[config.mk]
export PLATFORM = sky130hd
export DESIGN_NAME = lfu_cell
export DESIGN_NICKNAME = d
export VERILOG_FILES = /design/src/rtl/core/lfu_pkg.sv /design/src/rtl/core/lfu_cell.sv
export SDC_FILE = /design/constraint.sdc
export NUM_CORES = 1
export LEC_CHECK = 0
export ABC_AREA = 1
export BUFFER_PORTS_ARGS = -buffer_cell sky130_fd_sc_hd__buf_2
export CAP_MARGIN = 25
export CELL_PAD_IN_SITES_DETAIL_PLACEMENT = 1
export CELL_PAD_IN_SITES_GLOBAL_PLACEMENT = 1
export CORE_ASPECT_RATIO = 1.1
export CORE_MARGIN = 2
export CORE_UTILIZATION = 33
export DETAILED_ROUTE_END_ITERATION = 6
export PLACE_DENSITY_LB_ADDON = 0.1
export SLEW_MARGIN = 0
export SYNTH_ARGS = -nofsm -noshare
export SYNTH_HDL_FRONTEND = slang
export SYNTH_SLANG_ARGS = --single-unit
[constraint.sdc]
create_clock -name i_clk -period 4.1 [get_ports i_clk]
set_clock_uncertainty 0.1 [all_clocks]
set_input_delay 0.41 -clock i_clk [delete_from_list [all_inputs] [get_ports i_clk]]
set_output_delay 0.41 -clock i_clk [all_outputs]
set_load 0.005 [all_outputs]
[src/rtl/core/lfu_pkg.sv]
// shared types and constants for the lfu cache table
package lfu_pkg;

    localparam int unsigned MAX_ENTRIES_DEF = 16;
    localparam int unsigned KEY_W           = 32;
    localparam int unsigned DATA_W          = 32;
    localparam int unsigned COUNT_W         = 32;
    localparam int unsigned STAMP_W         = 64;
    localparam int unsigned CAP_W           = 5;

    localparam logic [CAP_W-1:0]   CAP_RESET = 5'd16;
    localparam logic [COUNT_W-1:0] COUNT_MAX = 32'hffff_ffff;
    localparam logic [DATA_W-1:0]  MISS_DATA = 32'hffff_ffff;

    localparam logic CMD_GET = 1'b0;
    localparam logic CMD_SET = 1'b1;

    typedef enum logic [1:0] {
        S_IDLE,
        S_SCAN,
        S_DONE
    } t_state;

    typedef enum logic [1:0] {
        UPD_NONE,
        UPD_TOUCH,
        UPD_WRITE,
        UPD_INSERT
    } t_upd_op;

    // partial result that travels down the row of cells
    typedef struct packed {
        logic               match;
        logic [DATA_W-1:0]  match_data;
        logic               free_found;
        logic               vict_found;
        logic [KEY_W-1:0]   vict_key;
        logic [COUNT_W-1:0] vict_count;
        logic [STAMP_W-1:0] vict_stamp;
    } t_scan_pkt;

    // entry update broadcast to all cells
    typedef struct packed {
        t_upd_op            op;
        logic [KEY_W-1:0]   key;
        logic [DATA_W-1:0]  data;
        logic [STAMP_W-1:0] stamp;
    } t_upd;

endpackage

[src/rtl/core/lfu_cell.sv]
// one cache entry with its stage of the lookup and victim scan
module lfu_cell #(
    parameter int unsigned IDX_W = 4
) (
    input  logic                              i_clk,
    input  logic                              i_rst_n,
    input  logic [IDX_W-1:0]                  i_idx,
    input  logic [lfu_pkg::KEY_W-1:0]         i_key,
    input  lfu_pkg::t_scan_pkt                i_pkt,
    input  logic [IDX_W-1:0]                  i_match_idx,
    input  logic [IDX_W-1:0]                  i_free_idx,
    input  logic [IDX_W-1:0]                  i_vict_idx,
    output lfu_pkg::t_scan_pkt                o_pkt,
    output logic [IDX_W-1:0]                  o_match_idx,
    output logic [IDX_W-1:0]                  o_free_idx,
    output logic [IDX_W-1:0]                  o_vict_idx,
    input  lfu_pkg::t_upd                     i_upd,
    input  logic [IDX_W-1:0]                  i_upd_slot
);

    logic                              r_valid;
    logic [lfu_pkg::KEY_W-1:0]         r_key;
    logic [lfu_pkg::DATA_W-1:0]        r_data;
    logic [lfu_pkg::COUNT_W-1:0]       r_count;
    logic [lfu_pkg::STAMP_W-1:0]       r_stamp;

    lfu_pkg::t_scan_pkt                r_pkt;
    lfu_pkg::t_scan_pkt                n_pkt;
    logic [IDX_W-1:0]                  r_match_idx, n_match_idx;
    logic [IDX_W-1:0]                  r_free_idx, n_free_idx;
    logic [IDX_W-1:0]                  r_vict_idx, n_vict_idx;
    logic                              sel;
    logic [lfu_pkg::COUNT_W-1:0]       count_inc;

    // scan stage: earlier cells win on match, free slot and victim ties
    always_comb begin
        n_pkt       = i_pkt;
        n_match_idx = i_match_idx;
        n_free_idx  = i_free_idx;
        n_vict_idx  = i_vict_idx;
        if (!i_pkt.match && r_valid && (r_key == i_key)) begin
            n_pkt.match      = 1'b1;
            n_pkt.match_data = r_data;
            n_match_idx      = i_idx;
        end
        if (!i_pkt.free_found && !r_valid) begin
            n_pkt.free_found = 1'b1;
            n_free_idx       = i_idx;
        end
        if (r_valid && (!i_pkt.vict_found || (r_count < i_pkt.vict_count) ||
                        ((r_count == i_pkt.vict_count) &&
                         (r_stamp < i_pkt.vict_stamp)))) begin
            n_pkt.vict_found = 1'b1;
            n_pkt.vict_key   = r_key;
            n_pkt.vict_count = r_count;
            n_pkt.vict_stamp = r_stamp;
            n_vict_idx       = i_idx;
        end
    end

    always_ff @(posedge i_clk) begin
        r_pkt       <= n_pkt;
        r_match_idx <= n_match_idx;
        r_free_idx  <= n_free_idx;
        r_vict_idx  <= n_vict_idx;
    end

    assign o_pkt       = r_pkt;
    assign o_match_idx = r_match_idx;
    assign o_free_idx  = r_free_idx;
    assign o_vict_idx  = r_vict_idx;

    // entry update
    assign sel       = (i_upd.op != lfu_pkg::UPD_NONE) && (i_upd_slot == i_idx);
    assign count_inc = (r_count == lfu_pkg::COUNT_MAX) ? r_count
                                                       : r_count + 32'd1;

    always_ff @(posedge i_clk) begin
        if (!i_rst_n) begin
            r_valid <= 1'b0;
        end else if (sel && (i_upd.op == lfu_pkg::UPD_INSERT)) begin
            r_valid <= 1'b1;
        end
    end

    always_ff @(posedge i_clk) begin
        if (sel) begin
            unique case (i_upd.op)
                lfu_pkg::UPD_TOUCH: begin
                    r_count <= count_inc;
                    r_stamp <= i_upd.stamp;
                end
                lfu_pkg::UPD_WRITE: begin
                    r_data  <= i_upd.data;
                    r_count <= count_inc;
                    r_stamp <= i_upd.stamp;
                end
                lfu_pkg::UPD_INSERT: begin
                    r_key   <= i_upd.key;
                    r_data  <= i_upd.data;
                    r_count <= '0;
                    r_stamp <= i_upd.stamp;
                end
                lfu_pkg::UPD_NONE: begin
                end
                default: begin
                end
            endcase
        end
    end

endmodule
### Word level (Yosys, flattened, before mapping)

Cells that the tools add are included.

* muxes and demuxes: 7
* magnitude comparators: 2
* equal/unequal tests: 8
* $add $sub $neg: 1
* reduce and logical (&&, ||, !) cells: 22

Operators by type and width (number)
* 128-bit two-way mux: 1
* 32-bit equality test: 2
* 64-bit < comparator: 1
* 32-bit two-way mux: 2
* 32-bit case mux with 2 select lines: 1
* 32-bit by 1-bit adder with 32-bit output (second input constant): 1
* 32-bit equality test (second input constant): 1
* 32-bit < comparator: 1
* 4-bit two-way mux: 3
* 1-bit logical AND: 7
* 2-bit AND reduction: 3
* 2-bit equality test (second input constant): 2
* 4-bit equality test: 1
* 1-bit zero test: 4
* 2-bit nonzero test: 2
* 2-bit OR reduction: 2
* 3-bit AND reduction: 1
* 3-bit OR reduction: 1
* 2-bit by 1-bit equality test with 1-bit output (second input constant): 1
* 1-bit logical OR: 2
* 2-bit inequality test (second input constant): 1

* word-level logic and storage cells: 55
* flip-flop bits (word level): 336
* output and inout port bits: 175

### Longest topological paths before layout

* word-level depth: 5
* mapped depth: 20
* mapped depth without buffers: 18

### Least setup slack after synthesis

Ideal clock, no wire load.

* path type: input port to flip-flop
* from: in i_upd[128] in the netlist's numbering
* to: reg r_stamp[0] in the netlist's numbering, enable pin
* stages: 7
* buffers on the path: 0
* arrival: 3.810 ns
* setup slack: -0.296 ns
* cells stage by stage: inv_1 ha_1 nor2_1 o211ai_1 nor4_1 inv_1 nor2_1

* word-level cells in the longest chain between the ends: 3

RTL lines
* start: declaration: line lfu_cell.sv:17 `input lfu_pkg::t_upd i_upd,`
* 2-bit equality test (tied with other cells): line lfu_cell.sv:88 `unique case (i_upd.op)`
* 3-bit OR reduction (no line) / 1-bit logical AND (equally long branches)
* 2-bit AND reduction (no line) (*)
* end signal: assignment: line lfu_cell.sv:91 `r_stamp <= i_upd.stamp;`
* end signal: assignment: line lfu_cell.sv:96 `r_stamp <= i_upd.stamp;`
* end signal: assignment: line lfu_cell.sv:102 `r_stamp <= i_upd.stamp;`
* end: declaration: line lfu_cell.sv:25 `logic [lfu_pkg::STAMP_W-1:0] r_stamp;`

Every way passes the cells marked *; elsewhere a longest branch is shown, timed or not.
A chain may end at the register's enable or synchronous reset.

==> flow_metrics.tcl <==
set metrics [dict create \
    routed_wire_length_per_instance_um 19.2 \
    critical-path-top-cell-by-count "sky130_fd_sc_hd__nand2_1" \
    ctsResizeCount 0 \
    synth.cells.most_frequent "sky130_fd_sc_hd__nand2_1 (467), sky130_fd_sc_hd__nand3_1 (191), sky130_fd_sc_hd__dfxtp_1 (176), sky130_fd_sc_hd__inv_1 (175), sky130_fd_sc_hd__edfxtp_1 (160)" \
    synthCells 1598 \
    classification_of_the_worst_setup_path "primary input to flip-flop" \
    io_pins 522 \
    async_flop_share_pct 0 \
    fillers 5239 \
    io_buffers 521 \
    ctsHoldBuffers 302 \
    timing_max_transition_violations_final 0 \
    synth.distinct_cells 40 \
    path_buf_inv 4 \
    timing_hold_violations_final 0 \
    leakagePower_nw 10.8 \
    end_kind "flip-flop" \
    finish.net_count 2872 \
    mappedNetlistNets 2045 \
    startpoint_type "primary input" \
    clk_latency_ps 570 \
    cp.required_ps 4490 \
    fmax_mhz 311 \
    clkTransAtPathRegs_ps 60 \
    vdd.ir_drop.worst_mv 0.336 \
    number_of_buffers_inserted_during_clock_tree_synthesis 40 \
    setup_ws_ps 888 \
    global_route_wire_length_before_repair_um 88500 \
    slew_headroom_pct 46.7 \
    fin_crit_sh_pct 78.3 \
    clock_tree_from_tritoncts "yes" \
    synth_area_leader_cell "sky130_fd_sc_hd__edfxtp_1" \
    final.min_clock_period_ps 3210 \
    sink_count_of_the_clock_tree 336 \
    globalRouteTotalUtil_pct 25.0 \
    delay_heaviest_family_cp "simple AND/OR/NAND/NOR gates" \
    detail_route.wirelength_um 58600 \
    synth_sequential_area_ratio_pct 56.5 \
    cts_htree_levels 2 \
    drcViolationCount 0 \
    worst-slew-pin-transition_ps 800 \
    area_of_the_core_um2 44300 \
    placedCellCount 2662 \
    post_synth_instance_area_um2 14700 \
    initialDrtViolationCount 635 \
    area_delta_synth_final_pct 51.7 \
    synth_edf_count 160 \
    dpl_worst_slack_ps 910 \
    yosys_warnings 0 \
    rsz_0062_raised_after_global_routing "no" \
    synth.ff_latch_count 336 \
    run_status "finished clean" \
    drive_above_1_share_pct 25.5 \
    die_h_um 226 \
    grt_pass1_vias 15800 \
    final_antenna_net_count 0 \
    grt_max_degree 133 \
    min-delay-path-class "primary input to flip-flop" \
    path_max_fanout 40 \
    drt_first_pass_iters 5 \
    dpl.hpwl_um 40600 \
    worst_ep_arrival_time_ps 3600 \
    worstPathCellList "dlygate4sd3_1, buf_2, inv_1, ha_1, nand2_1, nor2_1, nand2_1, nor4_1, nand2_1, a21oi_2, nand2_4, nand2_4, buf_12, nand2_1, nand2_1" \
    timing.setup.tns_ps 0 \
    vias 14400 \
    area_share_of_the_largest_cell_type_after_synthesis_pct 32.6 \
    worst_path_max_delay_cell "sky130_fd_sc_hd__dlygate4sd3_1" \
    stdcell_count 3048 \
    root_buffer "sky130_fd_sc_hd__clkbuf_16" \
    synth_area_per_cell_um2 9.22 \
    crit_path_max_incr_delay_ps 530 \
    synth.top_cells.by_area "sky130_fd_sc_hd__edfxtp_1 (33%), sky130_fd_sc_hd__dfxtp_1 (24%), sky130_fd_sc_hd__nand2_1 (12%), sky130_fd_sc_hd__ha_1 (8.5%), sky130_fd_sc_hd__nand3_1 (6.5%)" \
    rows 81 \
    globalRoute.totalOverflow 0 \
    finalSetupViolCount 0 \
    cts_max_path_buffers 3 \
    die_w_um 205 \
    synthMostInstantiatedCell "sky130_fd_sc_hd__nand2_1" \
    maxCapViolations 0 \
    effective_utilization_at_floorplan_pct 33.3 \
    power_per_cell_area_nw_per_um2 374 \
    ys.flop_type "sky130_fd_sc_hd__dfxtp_1" \
    design.die.area_um2 46400 \
    cts_setup_buffers 0 \
    antenna_found_initial 15 \
    vias_per_cell 4.73 \
    placer_congestion 0.834 \
]
## sequential cells by signal, summed over array words and instances, names as in the netlist
signal       cells
o_free_idx       4
o_vict_idx       4
r_valid          1
r_count         32
o_pkt          163
r_data          32
r_stamp         64
r_key           32
o_match_idx      4
## layout make-up
cell class	count	area, um2	share of cell area [%]
multi-input combinational	1031	5480	24.5
clock inverter	19	144	0.643
tap	581	727	3.25
clock buffer	55	1190	5.32
antenna	10	25.0	0.112
timing repair buffer	841	5800	26.0
inverter	175	657	2.94
sequential	336	8330	37.3
## worst paths after layout
kind,to,slack [ps],cells after the start,start
min reg2reg,o_pkt[160],370,2,r_data[30]
max,o_pkt[73],890,15,i_pkt[95]
min,o_free_idx[1],70,3,i_free_idx[1]
max reg2reg,o_pkt[73],900,12,r_count[31]
## cells in the final DEF (no fill, tap or decap), drive strengths merged, types with 3 or more instances in the layout
master	n
buf	539
nand2	469
dlygate4sd3	302
nand3	192
dfxtp	176
inv	175
edfxtp	160
ha	100
nor2	74
a21oi	66
clkbuf	55
o21ai	37
nor3	28
clkinv	13
xor2	11
diode	10
nor4	10
nand4	10
xnor2	7
o21a	5
clkinvlp	5
or2	4
o22ai	3
a31oi	3
## metal layers
layer | up-vias | global-route usage [%] | part of all wire [%]
li1 | 6948 | - | -
met3 | 140 | 7.10 | 6.9
met5 | - | 0 | 0.11
met1 | 6866 | 27.7 | 38
met2 | 466 | 44.8 | 51
met4 | 10 | 9.75 | 3.8
## worst reg2reg max path, stage by stage, from the launching register on
cell and delay [ps]:
sky130_fd_sc_hd__edfxtp_1 480, sky130_fd_sc_hd__ha_1 340, sky130_fd_sc_hd__nand2_1 110, sky130_fd_sc_hd__nor2_1 160
sky130_fd_sc_hd__nand2_1 110, sky130_fd_sc_hd__nor4_1 370, sky130_fd_sc_hd__nand2_1 170, sky130_fd_sc_hd__a21oi_2 310
sky130_fd_sc_hd__nand2_4 110, sky130_fd_sc_hd__nand2_4 370, sky130_fd_sc_hd__buf_12 290, sky130_fd_sc_hd__nand2_1 140
sky130_fd_sc_hd__nand2_1 80
## cell families after synthesis
logic type	synth area share [%]
compound gates	4.36
xor+xnor	1.07
fa+ha+maj	8.49
buf+inv	6.52
flops	56.5
mux	0.153
simple gates	22.9
## report_power, final
group	total, mW	switching (mW)	internal [mW]
Sequential	3.74	0.0678	3.67
Clock	3.60	1.50	2.10
Combinational	1.01	0.485	0.523
Total	8.35	2.06	6.30
## metrics by stage
step	instance area (um2)	hold slack (ps)	power, mW	util, %
after detailed placement	18000	364	4.57	40.6
after floorplan	14700	346	4.13	-
final	22400	72.0	8.35	50.5
after CTS	22300	15.4	8.41	50.4
after global placement	18000	351	4.55	40.6
after global routing	22400	31.4	8.70	50.5
(Power assumes the default switching activity.)
